--- config.mk ---
export PLATFORM = sky130hd
export DESIGN_NAME = primitive_triple_counter
export DESIGN_NICKNAME = d
export VERILOG_FILES = /design/src/rtl/core/ptc_pkg.sv /design/src/rtl/core/primitive_triple_counter.sv /design/src/rtl/core/ptc_ctrl.sv /design/src/rtl/core/ptc_dpath.sv
export SDC_FILE = /design/constraint.sdc
export NUM_CORES = 1
export LEC_CHECK = 0
export ABC_AREA = 1
export BUFFER_PORTS_ARGS = -buffer_cell sky130_fd_sc_hd__buf_2
export CELL_PAD_IN_SITES_DETAIL_PLACEMENT = 1
export CELL_PAD_IN_SITES_GLOBAL_PLACEMENT = 1
export CORE_ASPECT_RATIO = 1.2
export CORE_MARGIN = 4
export CORE_UTILIZATION = 43
export CTS_BUF_LIST = sky130_fd_sc_hd__clkbuf_8 sky130_fd_sc_hd__clkbuf_16
export CTS_CLUSTER_DIAMETER = 60
export DETAILED_ROUTE_END_ITERATION = 12
export PLACE_DENSITY = 0.87
export SYNTH_ARGS = -nofsm -noshare
export SYNTH_HDL_FRONTEND = slang
export SYNTH_SLANG_ARGS = --single-unit
--- constraint.sdc ---
create_clock -name clock -period 4.1 [get_ports clock]
set_clock_uncertainty 0.05 [all_clocks]
set_input_delay 0 -clock clock [delete_from_list [all_inputs] [get_ports clock]]
set_output_delay 0 -clock clock [all_outputs]
set_load 0.01 [all_outputs]
--- src/rtl/core/ptc_pkg.sv ---
// ----------------------------------------------------------------------------
// ptc_pkg
// Shared types and constants of the primitive triple counter: controller
// states and the command and status bundles between controller and datapath.
// ----------------------------------------------------------------------------
package ptc_pkg;

   // result field width and saturation value
   localparam int COUNT_BITS = 18;
   localparam logic [COUNT_BITS-1:0] COUNT_MAX = '1;

   // result word width (count padded to whole bytes)
   localparam int RSP_DATA_BITS = ((COUNT_BITS + 7) / 8) * 8;

   typedef enum logic [2:0] {
      ST_IDLE,
      ST_M_TEST,
      ST_N_TEST,
      ST_GCD,
      ST_DONE
   } state_type;

   // commands from controller to datapath
   typedef struct packed {
      logic load;      // take the limit, start at m = 1
      logic m_next;    // advance m and its square
      logic n_init;    // start n at m + 1
      logic gcd_load;  // load gcd operands from m and n
      logic gcd_step;  // one binary gcd step
      logic n_next;    // count the pair if coprime, advance n by two
      logic out_load;  // move the count into the result register
   } cmd_type;

   // status from datapath to controller
   typedef struct packed {
      logic m_ok;      // m*m below the limit
      logic n_ok;      // m*m + n*n within the limit
      logic gcd_done;  // both operands odd and equal
      logic out_free;  // result register empty or being drained
   } status_type;

endpackage

--- src/rtl/core/primitive_triple_counter.sv ---
// Throughput: one word at a time; a new limit is taken only in the idle state,
//   once the last count has moved into the result register; one gcd step each cycle.
// Reset: synchronous, clears the controller state and the result valid flag.
// ----------------------------------------------------------------------------
// primitive_triple_counter
// Counts coprime opposite-parity pairs m < n with m*m + n*n within the limit,
// i.e. primitive Pythagorean triples with hypotenuse at most the limit.
// ----------------------------------------------------------------------------
module primitive_triple_counter
   import ptc_pkg::*;
#(
   parameter int LIMIT_BITS = 20
) (
   input  logic                                  clock,
   input  logic                                  reset,
   input  logic                                  req_tvalid,
   output logic                                  req_tready,
   input  logic [((LIMIT_BITS + 7) / 8) * 8-1:0] req_tdata,  // limit
   output logic                                  rsp_tvalid,
   input  logic                                  rsp_tready,
   output logic [RSP_DATA_BITS-1:0]              rsp_tdata   // triple_count
);

   cmd_type    cmd;
   status_type status;

   ptc_ctrl u_ctrl (
      .clock      (clock),
      .reset      (reset),
      .req_tvalid (req_tvalid),
      .req_tready (req_tready),
      .status     (status),
      .cmd        (cmd)
   );

   ptc_dpath #(
      .LIMIT_BITS (LIMIT_BITS)
   ) u_dpath (
      .clock      (clock),
      .reset      (reset),
      .cmd        (cmd),
      .status     (status),
      .limit      (req_tdata[LIMIT_BITS-1:0]),
      .rsp_tvalid (rsp_tvalid),
      .rsp_tready (rsp_tready),
      .rsp_tdata  (rsp_tdata)
   );

endmodule

--- src/rtl/core/ptc_ctrl.sv ---
// ----------------------------------------------------------------------------
// ptc_ctrl
// Controller of the triple counter: walks the m loop, the n loop and the gcd
// iterations, and hands the final count to the result register.
// ----------------------------------------------------------------------------
module ptc_ctrl
   import ptc_pkg::*;
(
   input  logic       clock,
   input  logic       reset,
   input  logic       req_tvalid,
   output logic       req_tready,
   input  status_type status,
   output cmd_type    cmd
);

   state_type state_ff;
   state_type state_in;

   // hold state
   always_ff @(posedge clock) begin
      if (reset) begin
         state_ff <= ST_IDLE;
      end else begin
         state_ff <= state_in;
      end
   end

   // next state
   always_comb begin
      state_in = state_ff;
      unique case (state_ff)
         ST_IDLE: begin
            if (req_tvalid) state_in = ST_M_TEST;
         end
         ST_M_TEST: begin
            state_in = status.m_ok ? ST_N_TEST : ST_DONE;
         end
         ST_N_TEST: begin
            state_in = status.n_ok ? ST_GCD : ST_M_TEST;
         end
         ST_GCD: begin
            if (status.gcd_done) state_in = ST_N_TEST;
         end
         ST_DONE: begin
            if (status.out_free) state_in = ST_IDLE;
         end
         default: state_in = ST_IDLE;
      endcase
   end

   // outputs
   always_comb begin
      cmd        = '0;
      req_tready = 1'b0;
      unique case (state_ff)
         ST_IDLE: begin
            req_tready = 1'b1;
            cmd.load   = req_tvalid;
         end
         ST_M_TEST: begin
            cmd.n_init = status.m_ok;
         end
         ST_N_TEST: begin
            cmd.gcd_load = status.n_ok;
            cmd.m_next   = !status.n_ok;
         end
         ST_GCD: begin
            cmd.n_next   = status.gcd_done;
            cmd.gcd_step = !status.gcd_done;
         end
         ST_DONE: begin
            cmd.out_load = status.out_free;
         end
         default: begin
            cmd = '0;
         end
      endcase
   end

endmodule

--- src/rtl/core/ptc_dpath.sv ---
// ----------------------------------------------------------------------------
// ptc_dpath
// Datapath of the triple counter: m and n with incrementally kept squares,
// a one-step binary gcd unit, the saturating pair count and the result
// register.
// ----------------------------------------------------------------------------
module ptc_dpath
   import ptc_pkg::*;
#(
   parameter int LIMIT_BITS = 20
) (
   input  logic                     clock,
   input  logic                     reset,
   input  cmd_type                  cmd,
   output status_type               status,
   input  logic [LIMIT_BITS-1:0]    limit,
   output logic                     rsp_tvalid,
   input  logic                     rsp_tready,
   output logic [RSP_DATA_BITS-1:0] rsp_tdata
);

   // m and n stay below 2^(ceil(LIMIT_BITS/2)) + 2
   localparam int VAL_BITS = (LIMIT_BITS + 1) / 2 + 1;
   localparam int SQ_BITS  = 2 * VAL_BITS;

   logic [LIMIT_BITS-1:0] lim_ff, lim_in;
   logic [VAL_BITS-1:0]   m_ff, m_in;
   logic [VAL_BITS-1:0]   n_ff, n_in;
   logic [SQ_BITS-1:0]    msq_ff, msq_in;
   logic [SQ_BITS-1:0]    nsq_ff, nsq_in;
   logic [VAL_BITS-1:0]   a_ff, a_in;
   logic [VAL_BITS-1:0]   b_ff, b_in;
   logic [COUNT_BITS-1:0] count_ff, count_in;
   logic [COUNT_BITS-1:0] rsp_count_ff, rsp_count_in;
   logic                  rsp_tvalid_ff, rsp_tvalid_in;

   logic [SQ_BITS-1:0]    m_step;   // 2m + 1
   logic [SQ_BITS-1:0]    n_step;   // 4n + 4
   logic [SQ_BITS:0]      sq_sum;
   logic                  gcd_one;

   assign m_step = SQ_BITS'({m_ff, 1'b1});
   assign n_step = SQ_BITS'({n_ff, 2'b00}) + SQ_BITS'(4);
   assign sq_sum = {1'b0, msq_ff} + {1'b0, nsq_ff};
   assign gcd_one = (a_ff == VAL_BITS'(1));

   // status to the controller
   always_comb begin
      status.m_ok     = msq_ff < SQ_BITS'(lim_ff);
      status.n_ok     = sq_sum <= (SQ_BITS + 1)'(lim_ff);
      status.gcd_done = a_ff[0] && b_ff[0] && (a_ff == b_ff);
      status.out_free = !rsp_tvalid_ff || rsp_tready;
   end

   // loop counters and squares
   always_comb begin
      lim_in = lim_ff;
      m_in   = m_ff;
      msq_in = msq_ff;
      n_in   = n_ff;
      nsq_in = nsq_ff;
      if (cmd.load) begin
         lim_in = limit;
         m_in   = VAL_BITS'(1);
         msq_in = SQ_BITS'(1);
      end
      if (cmd.m_next) begin
         m_in   = m_ff + VAL_BITS'(1);
         msq_in = msq_ff + m_step;
      end
      if (cmd.n_init) begin
         n_in   = m_ff + VAL_BITS'(1);
         nsq_in = msq_ff + m_step;
      end
      if (cmd.n_next) begin
         n_in   = n_ff + VAL_BITS'(2);
         nsq_in = nsq_ff + n_step;
      end
   end

   // binary gcd step: drop factors of two, else subtract and halve
   always_comb begin
      a_in = a_ff;
      b_in = b_ff;
      if (cmd.gcd_load) begin
         a_in = m_ff;
         b_in = n_ff;
      end else if (cmd.gcd_step) begin
         if (!a_ff[0] || !b_ff[0]) begin
            if (!a_ff[0]) a_in = a_ff >> 1;
            if (!b_ff[0]) b_in = b_ff >> 1;
         end else if (a_ff > b_ff) begin
            a_in = (a_ff - b_ff) >> 1;
         end else begin
            b_in = (b_ff - a_ff) >> 1;
         end
      end
   end

   // saturating pair count
   always_comb begin
      count_in = count_ff;
      if (cmd.load) begin
         count_in = '0;
      end else if (cmd.n_next && gcd_one && (count_ff != COUNT_MAX)) begin
         count_in = count_ff + COUNT_BITS'(1);
      end
   end

   // result register
   always_comb begin
      rsp_count_in  = rsp_count_ff;
      rsp_tvalid_in = rsp_tvalid_ff && !rsp_tready;
      if (cmd.out_load) begin
         rsp_count_in  = count_ff;
         rsp_tvalid_in = 1'b1;
      end
   end

   always_ff @(posedge clock) begin
      if (reset) begin
         rsp_tvalid_ff <= 1'b0;
      end else begin
         rsp_tvalid_ff <= rsp_tvalid_in;
      end
   end

   always_ff @(posedge clock) begin
      lim_ff       <= lim_in;
      m_ff         <= m_in;
      msq_ff       <= msq_in;
      n_ff         <= n_in;
      nsq_ff       <= nsq_in;
      a_ff         <= a_in;
      b_ff         <= b_in;
      count_ff     <= count_in;
      rsp_count_ff <= rsp_count_in;
   end

   assign rsp_tvalid = rsp_tvalid_ff;
   assign rsp_tdata  = RSP_DATA_BITS'(rsp_count_ff);

endmodule

==> results of run 1 <==
## Yosys cell counts, drive strengths merged (2+ instances only)
cell type    n
a21boi       4
o21ai       92
a211oi       2
o21a         3
buf         21
o22ai       12
xnor2       25
a221oi       4
nor4        10
xor2        55
fa           5
o311ai       2
mux2i        4
nand4       27
ha         110
inv        199
a31oi        5
edfxtp     126
nor2       106
nor3        25
nand3       48
a21oi      101
nand2      343
clkinv       2
o211ai       2
a22oi        3
dfxtp       22
o21bai       7
nand3b       3
clkbuf       6
## power by group through the flow
stage	combinational, mW	sequential, mW	clock (mW)
2_1_floorplan	0.873	1.86	0
3_3_place_gp	1.24	1.87	0
3_5_place_dp	1.31	1.87	0
4_1_cts	1.36	1.84	1.49
5_1_grt	1.60	1.86	1.56
6_report	1.46	1.85	1.48
## cell type report
| class | instances | area share, % |
|---|---|---|
| clock buffer | 18 | 3.47 |
| clock inverter | 14 | 0.694 |
| inverter | 201 | 5.83 |
| multi-input combinational | 1011 | 46.9 |
| sequential | 148 | 32.5 |
| tap | 330 | 3.18 |
| timing repair buffer | 125 | 7.39 |
## worst max-delay path, cell delays in order (launching register included)
cell,delay (ns)
edfxtp_1,0.46
ha_4,0.32
buf_4,0.12
nand2_1,0.11
o21ai_4,0.20
buf_4,0.17
a31oi_1,0.11
o21ai_1,0.19
xor2_1,0.21
ha_1,0.28
nand2_1,0.08
inv_1,0.05
o21ai_0,0.06
nand2_1,0.09
a21oi_1,0.18
nand2_1,0.09
nand2_1,0.07
nand2_1,0.05
nand2_1,0.07
nand3_2,0.13
nand2_4,0.14
nand2_8,0.11
nand3_2,0.12
nand2_1,0.07
inv_1,0.10
buf_12,0.14
## worst min-delay path by stage
stage / from / endpoint / slack, ns / cells after the start
global placement: req_tdata[0] / u_dpath.lim_ff[0] / 0.13 / 1
CTS: rsp_tready / u_ctrl.state_ff[2] / 0.04 / 6
floorplan: reset / u_dpath.rsp_tvalid / 0.02 / 1
detailed placement: req_tdata[5] / u_dpath.lim_ff[5] / 0.13 / 1
finish: rsp_tready / u_ctrl.state_ff[2] / 0.06 / 6
global route: rsp_tready / u_ctrl.state_ff[2] / 0.14 / 6
## cells by family after synthesis
group	share of synthesized area, %
flops	38.1
buf+inv	8.27
other cells	0.0338
xor+xnor	6.32
simple gates	21.5
fa+ha+maj	13.3
mux	0.361
compound gates	12.1
## stage by stage
stage	TNS [ns]	util (%)	worst slack [ns]	hold WS (ns)
global placement	0	47.3	0.0405	0.126
CTS	0	50.3	0.00987	0.0360
detailed placement	-4.60	47.3	-0.143	0.128
finish	0	51.0	0.0359	0.0566
floorplan	0	-	0.295	0.0191
global route	-5.69	51.0	-0.168	0.138
## sequential cells by signal (all words and copies together), names as in the netlist
register              cells
u_dpath.m_ff             11
u_dpath.nsq_ff           22
u_dpath.rsp_tvalid        1
u_dpath.a_ff             11
u_dpath.msq_ff           22
u_dpath.lim_ff           20
u_ctrl.state_ff           3
u_dpath.count_ff         18
u_dpath.b_ff             11
u_dpath.rsp_count_ff     18
u_dpath.n_ff             11
## metal layers
metal | share of wire (%) | wire length, um
met5 | 0 | 0
met4 | 3.6 | 1380
met3 | 3.8 | 1440
met2 | 53 | 20100
met1 | 40 | 15000
## repair_timing
| item | 4_1_cts | 5_1_grt |
|---|---|---|
| hold buffers | 23 | 0 |
| setup endpoints to repair | 40 | 107 |
| pin swaps | 0 | 3 |
| gates resized for setup | 2 | 25 |
| hold endpoints to repair | 24 | 0 |
| cloned | 0 | 1 |
| buffers inserted | 0 | 3 |
==> run_results.csv, run 1 <==
group,metric,value,unit
finish,n_fill_cell,3108,
setup_path,critPathRequiredTime,4.21,ns
die,ios,54,
grt,gr-usage-met2,47.4,%
yosys,yosysTopAreaCell,"edfxtp_1",
yosys,synth-async-reset-ratio,0,%
yosys,netlist_area,0.0111,mm2
yosys,synth-edff-count,126,
power_and_ir_drop,swShare,35.1,%
grt,first_global_vias,10900,
yosys,synth_area_leaders,"edfxtp_1 (34%), ha_1 (12%), nand2_1 (11%)",
finish,nets,1647,
timing,rsz0062_at_grt,"yes",
clock_network,ctsRootBufferMaster,"clkbuf_16",
die,rows,64,
grt,grt_pass1_wl,56800,um
placement,globalplace.congestion,0.916,
flow_run,maxCapViolCount,0,
routing,drt_iter0_markers,674,
grt,grt_max_degree,34,
placement,dpl_cell_area,0.0120,mm2
yosys,yosysUniqueCellTypes,50,
timing,hold_viol_final,0,
timing,setup_viol,0,
clock_network,clock_latency,0.45,ns
yosys,postSynth.topFlopCell,"edfxtp_1",
setup_path,worstSetupStartpoint,"u_dpath.nsq_ff[3]",
power_and_ir_drop,p_sw,1.68,mW
status,status,"completed",
routing,routedWlPerCell,20.5,um
placement,portBuffers,43,
routing,ant_nets,0,
finish,seqCellArea,0.00422,mm2
finish,final_area,0.0130,mm2
power_and_ir_drop,p_int,3.11,mW
yosys,synthCells,1382,
setup_path,cp.arrival,4.17,ns
routing,routed_wl,38000,um
power_and_ir_drop,seqPwrFrac,38.6,%
clock_network,cts.sinks,148,
finish,final_cells,1847,
finish,num_antenna_cells,0,
finish,syn_to_final_growth,17.1,%
grt,grt_most_used_layer,"met2",
grt,grt-ovfl-total,0,
power_and_ir_drop,power,4.79,mW
timing,max_freq,246,MHz
clock_network,cts.htree.levels,4,
timing,period_share,99.1,%
yosys,synth-seq-cells,148,
placement,dp_hpwl,27200,um
setup_path,rr_worst_depth,25,
finish,drive_gt1_share,11.7,%
yosys,netlist.area_leader.share,34.1,%
setup_path,endpoint_kind,"register",
setup_path,reg2reg_slack,0.04,ns
timing,relSlewSlack,12.0,%
routing,vias_per_cell,5.56,
yosys,seq_area_frac_synth,38.1,%
die,die_x,155,um
setup_path,critical_path.reg2reg.startpoint,"u_dpath.nsq_ff[3]",
die,dieArea,0.0284,mm2
power_and_ir_drop,p_clk_share,30.9,%
timing,period_minus_slack,4.06,ns
setup_path,worst-setup-path-type,"reg2reg",
placement,place_inst,1788,
grt,antenna_found_initial,0,
routing,route.vias.total,10300,
die,start_util,43.5,%
power_and_ir_drop,power_density,369,mW/mm2
clock_network,clkTransAtPathRegs,0.07,ns
grt,grt_use_met1,29.3,%
clock_network,cts_tree,"yes",
setup_path,critPathLaunchType,"register",
power_and_ir_drop,p_comb_share,30.5,%
die,fp.dieH,184,um
grt,met3_usage,3.48,%
power_and_ir_drop,vdd_ir_drop_max,0.286,mV
finish,multi_input_area,0.00609,mm2
setup_path,crit_end,"u_dpath.b_ff[1]",
timing,worstMarginPinSlew,1.31,ns
setup_path,critPathMaxFanout,10,
finish,mostFrequentLayoutCell,"nand2_1",
power_and_ir_drop,p_leak,5.83,nW
yosys,yosys_warnings,0,
yosys,syn_avg_cell_area,8.02,um2
setup_path,r2r_end,"u_dpath.b_ff[1]",
finish,layout_common_cells,"nand2_1 (325), inv_1 (199), edfxtp_1 (126)",
clock_network,cts-buffers-inserted,17,
clock_network,clock_path_buffers,2,
hold_path,hp-class,"in2reg",
die,core,0.0255,mm2
routing,drc,0,
grt,gr-usage-all-layers,25.3,%
routing,first_pass_iters,5,
timing,drv_slew,0,
Power figures use the tool's default switching activity.
==> run 2: changes to the inputs <==
- PLACE_DENSITY: 0.87 -> not set
- PLACE_DENSITY_LB_ADDON: not set -> 0.15
==> run_results.csv, run 2 (synthesized netlist as in run 1, its figures left out) <==
group,metric,value,unit
status,status,"completed",
flow_run,maxCapViolCount,0,
setup_path,worst-setup-path-type,"reg2reg",
routing,drc,0,
die,dieArea,0.0284,mm2
finish,syn_to_final_growth,17.1,%
grt,grt_max_degree,34,
routing,routedWlPerCell,17.9,um
timing,worstMarginPinSlew,1.14,ns
finish,nets,1651,
timing,max_freq,259,MHz
routing,vias_per_cell,5.22,
finish,mostFrequentLayoutCell,"nand2_1",
hold_path,min_delay_path_depth,2,
clock_network,ctsRootBufferMaster,"clkbuf_16",
grt,grt-ovfl-total,0,
clock_network,clock_path_buffers,2,
finish,multi_input_area,0.00604,mm2
timing,period_share,94.2,%
finish,top_regs,"u_dpath.msq_ff x22, u_dpath.nsq_ff x22, u_dpath.lim_ff x20",
timing,relSlewSlack,23.7,%
setup_path,cp.arrival,3.97,ns
routing,route.vias.total,9670,
setup_path,critPathRequiredTime,4.21,ns
grt,gr-usage-all-layers,23.7,%
finish,seqCellArea,0.00422,mm2
setup_path,path_cells,"ha_1 > inv_1 > fa_2 > o21ai_4 > a31oi_2 > o21ai_1 > xor2_1 > ha_1 > nand2_1 > inv_1 > o21ai_0 > nand2_1 > a21oi_1 > nand2_1 > nand2_1 > nand2_1 > nand2_1 > nand3_2 > nand2_2 > nand2_4 > nand3_1 > nand2_1 > inv_1 > buf_12",
hold_path,holdPathEnd,"u_dpath.lim_ff[17]",
die,die_x,155,um
timing,drv_slew,0,
setup_path,critPathLaunchType,"register",
grt,antenna_found_initial,0,
finish,final_cells,1851,
setup_path,rr_worst_depth,24,
finish,num_antenna_cells,0,
die,fp.dieH,184,um
clock_network,clock_latency,0.44,ns
clock_network,cts_tree,"yes",
routing,routed_wl,33200,um
timing,worst_slack,0.238,ns
setup_path,crit_family,"simple AND/OR/NAND/NOR gates",
placement,preCtsSetupSlack,-0.145,ns
hold_path,hp-start,"req_tdata[17]",
routing,ant_nets,0,
setup_path,slowest_delay,0.37,ns
timing,fin_setup_tns,0,ns
hold_path,hp-class,"in2reg",
timing,period_minus_slack,3.86,ns
clock_network,cts.sinks,148,
timing,setup_viol,0,
setup_path,critPathMaxFanout,10,
finish,layout_common_cells,"nand2_1 (325), inv_1 (197), edfxtp_1 (126)",
power_and_ir_drop,power,4.71,mW
placement,dp_hpwl,26500,um
placement,globalplace.congestion,0.903,
placement,portBuffers,43,
setup_path,endpoint_kind,"register",
timing,rsz0062_at_grt,"yes",
grt,first_global_vias,10200,
timing,hold_ws,0.210,ns
routing,first_pass_iters,4,
setup_path,critical_path_buf_inv_count,4,
clock_network,clkTransAtPathRegs,0.06,ns
setup_path,cpMostUsedCell,"nand2_1",
power_and_ir_drop,power_density,363,mW/mm2
grt,grt_pass1_wl,52900,um
setup_path,critical_path.reg2reg.startpoint,"u_dpath.msq_ff[0]",
finish,drive_gt1_share,11.7,%
setup_path,r2r_end,"u_dpath.a_ff[8]",
timing,hold_viol_final,0,
finish,n_fill_cell,3131,
die,start_util,43.5,%
setup_path,reg2reg_slack,0.24,ns
placement,place_inst,1793,
die,core,0.0255,mm2
setup_path,cp_slowest_cell,"edfxtp_1",
power_and_ir_drop,vdd_ir_drop_max,0.292,mV
clock_network,cts.htree.levels,4,
power_and_ir_drop,p_leak,5.86,nW
clock_network,cts-buffers-inserted,17,
routing,drt_iter0_markers,457,
die,ios,54,
die,rows,64,
## run 2: worst reg2reg max path, delay by kind of cell, from the launching register on
kind,cells,cell delay [ns]
simple gates,11,1.00
fa+ha+maj,3,0.87
compound gates,5,0.71
flops,1,0.37
buf+inv,4,0.35
xor+xnor,1,0.23
## run 2: stage by stage
step	util [%]	area [um2]
6_report	51.0	13000
5_1_grt	51.0	13000
4_1_cts	50.6	12900
3_5_place_dp	47.4	12100
3_3_place_gp	47.4	12100
2_1_floorplan	-	11100
## run 2: worst max path at each step
| stage | slack (ns) | cells after the start | endpoint | startpoint |
|---|---|---|---|---|
| after CTS | 0.02 | 24 | u_dpath.b_ff[8] | u_dpath.msq_ff[0] |
| after floorplan | 0.30 | 18 | u_dpath.m_ff[0] | u_dpath.msq_ff[0] |
| after global placement | -0.08 | 24 | u_dpath.b_ff[10] | u_dpath.msq_ff[0] |
| final | 0.24 | 24 | u_dpath.a_ff[8] | u_dpath.msq_ff[0] |
| after global routing | -0.03 | 22 | u_dpath.a_ff[8] | u_dpath.nsq_ff[13] |
| after detailed placement | -0.14 | 24 | u_dpath.a_ff[8] | u_dpath.msq_ff[0] |
## run 2: report_power, final
part | internal (mW) | switching (mW) | total (mW)
Combinational | 0.524 | 0.849 | 1.37
Clock | 0.836 | 0.665 | 1.50
Sequential | 1.77 | 0.0742 | 1.84
## run 2: cell type report
cell class,count,area share (%)
Multi-Input combinational cell,1011,46.5
Sequential cell,148,32.6
Timing Repair Buffer,129,7.62
Inverter,201,5.83
Clock buffer,17,3.28
Tap cell,330,3.18
Clock inverter,15,1.02
## run 2: what timing repair did
action,CTS,global route
hold endpoints to repair,24,0
setup buffers,0,1
gates resized for setup,4,15
hold buffers,24,0
endpoints found under the setup margin,77,108
pin swaps,0,2
gates cloned,0,1
## run 2: layer usage
metal / up-vias / part of all wire, % / track usage [%]
met5: - / 0 / 0
met4: 0 / 2.8 / 8.30
met3: 47 / 3.2 / 3.86
met2: 148 / 51 / 41.8
met1: 4594 / 43 / 29.3
li1: 4881 / - / -
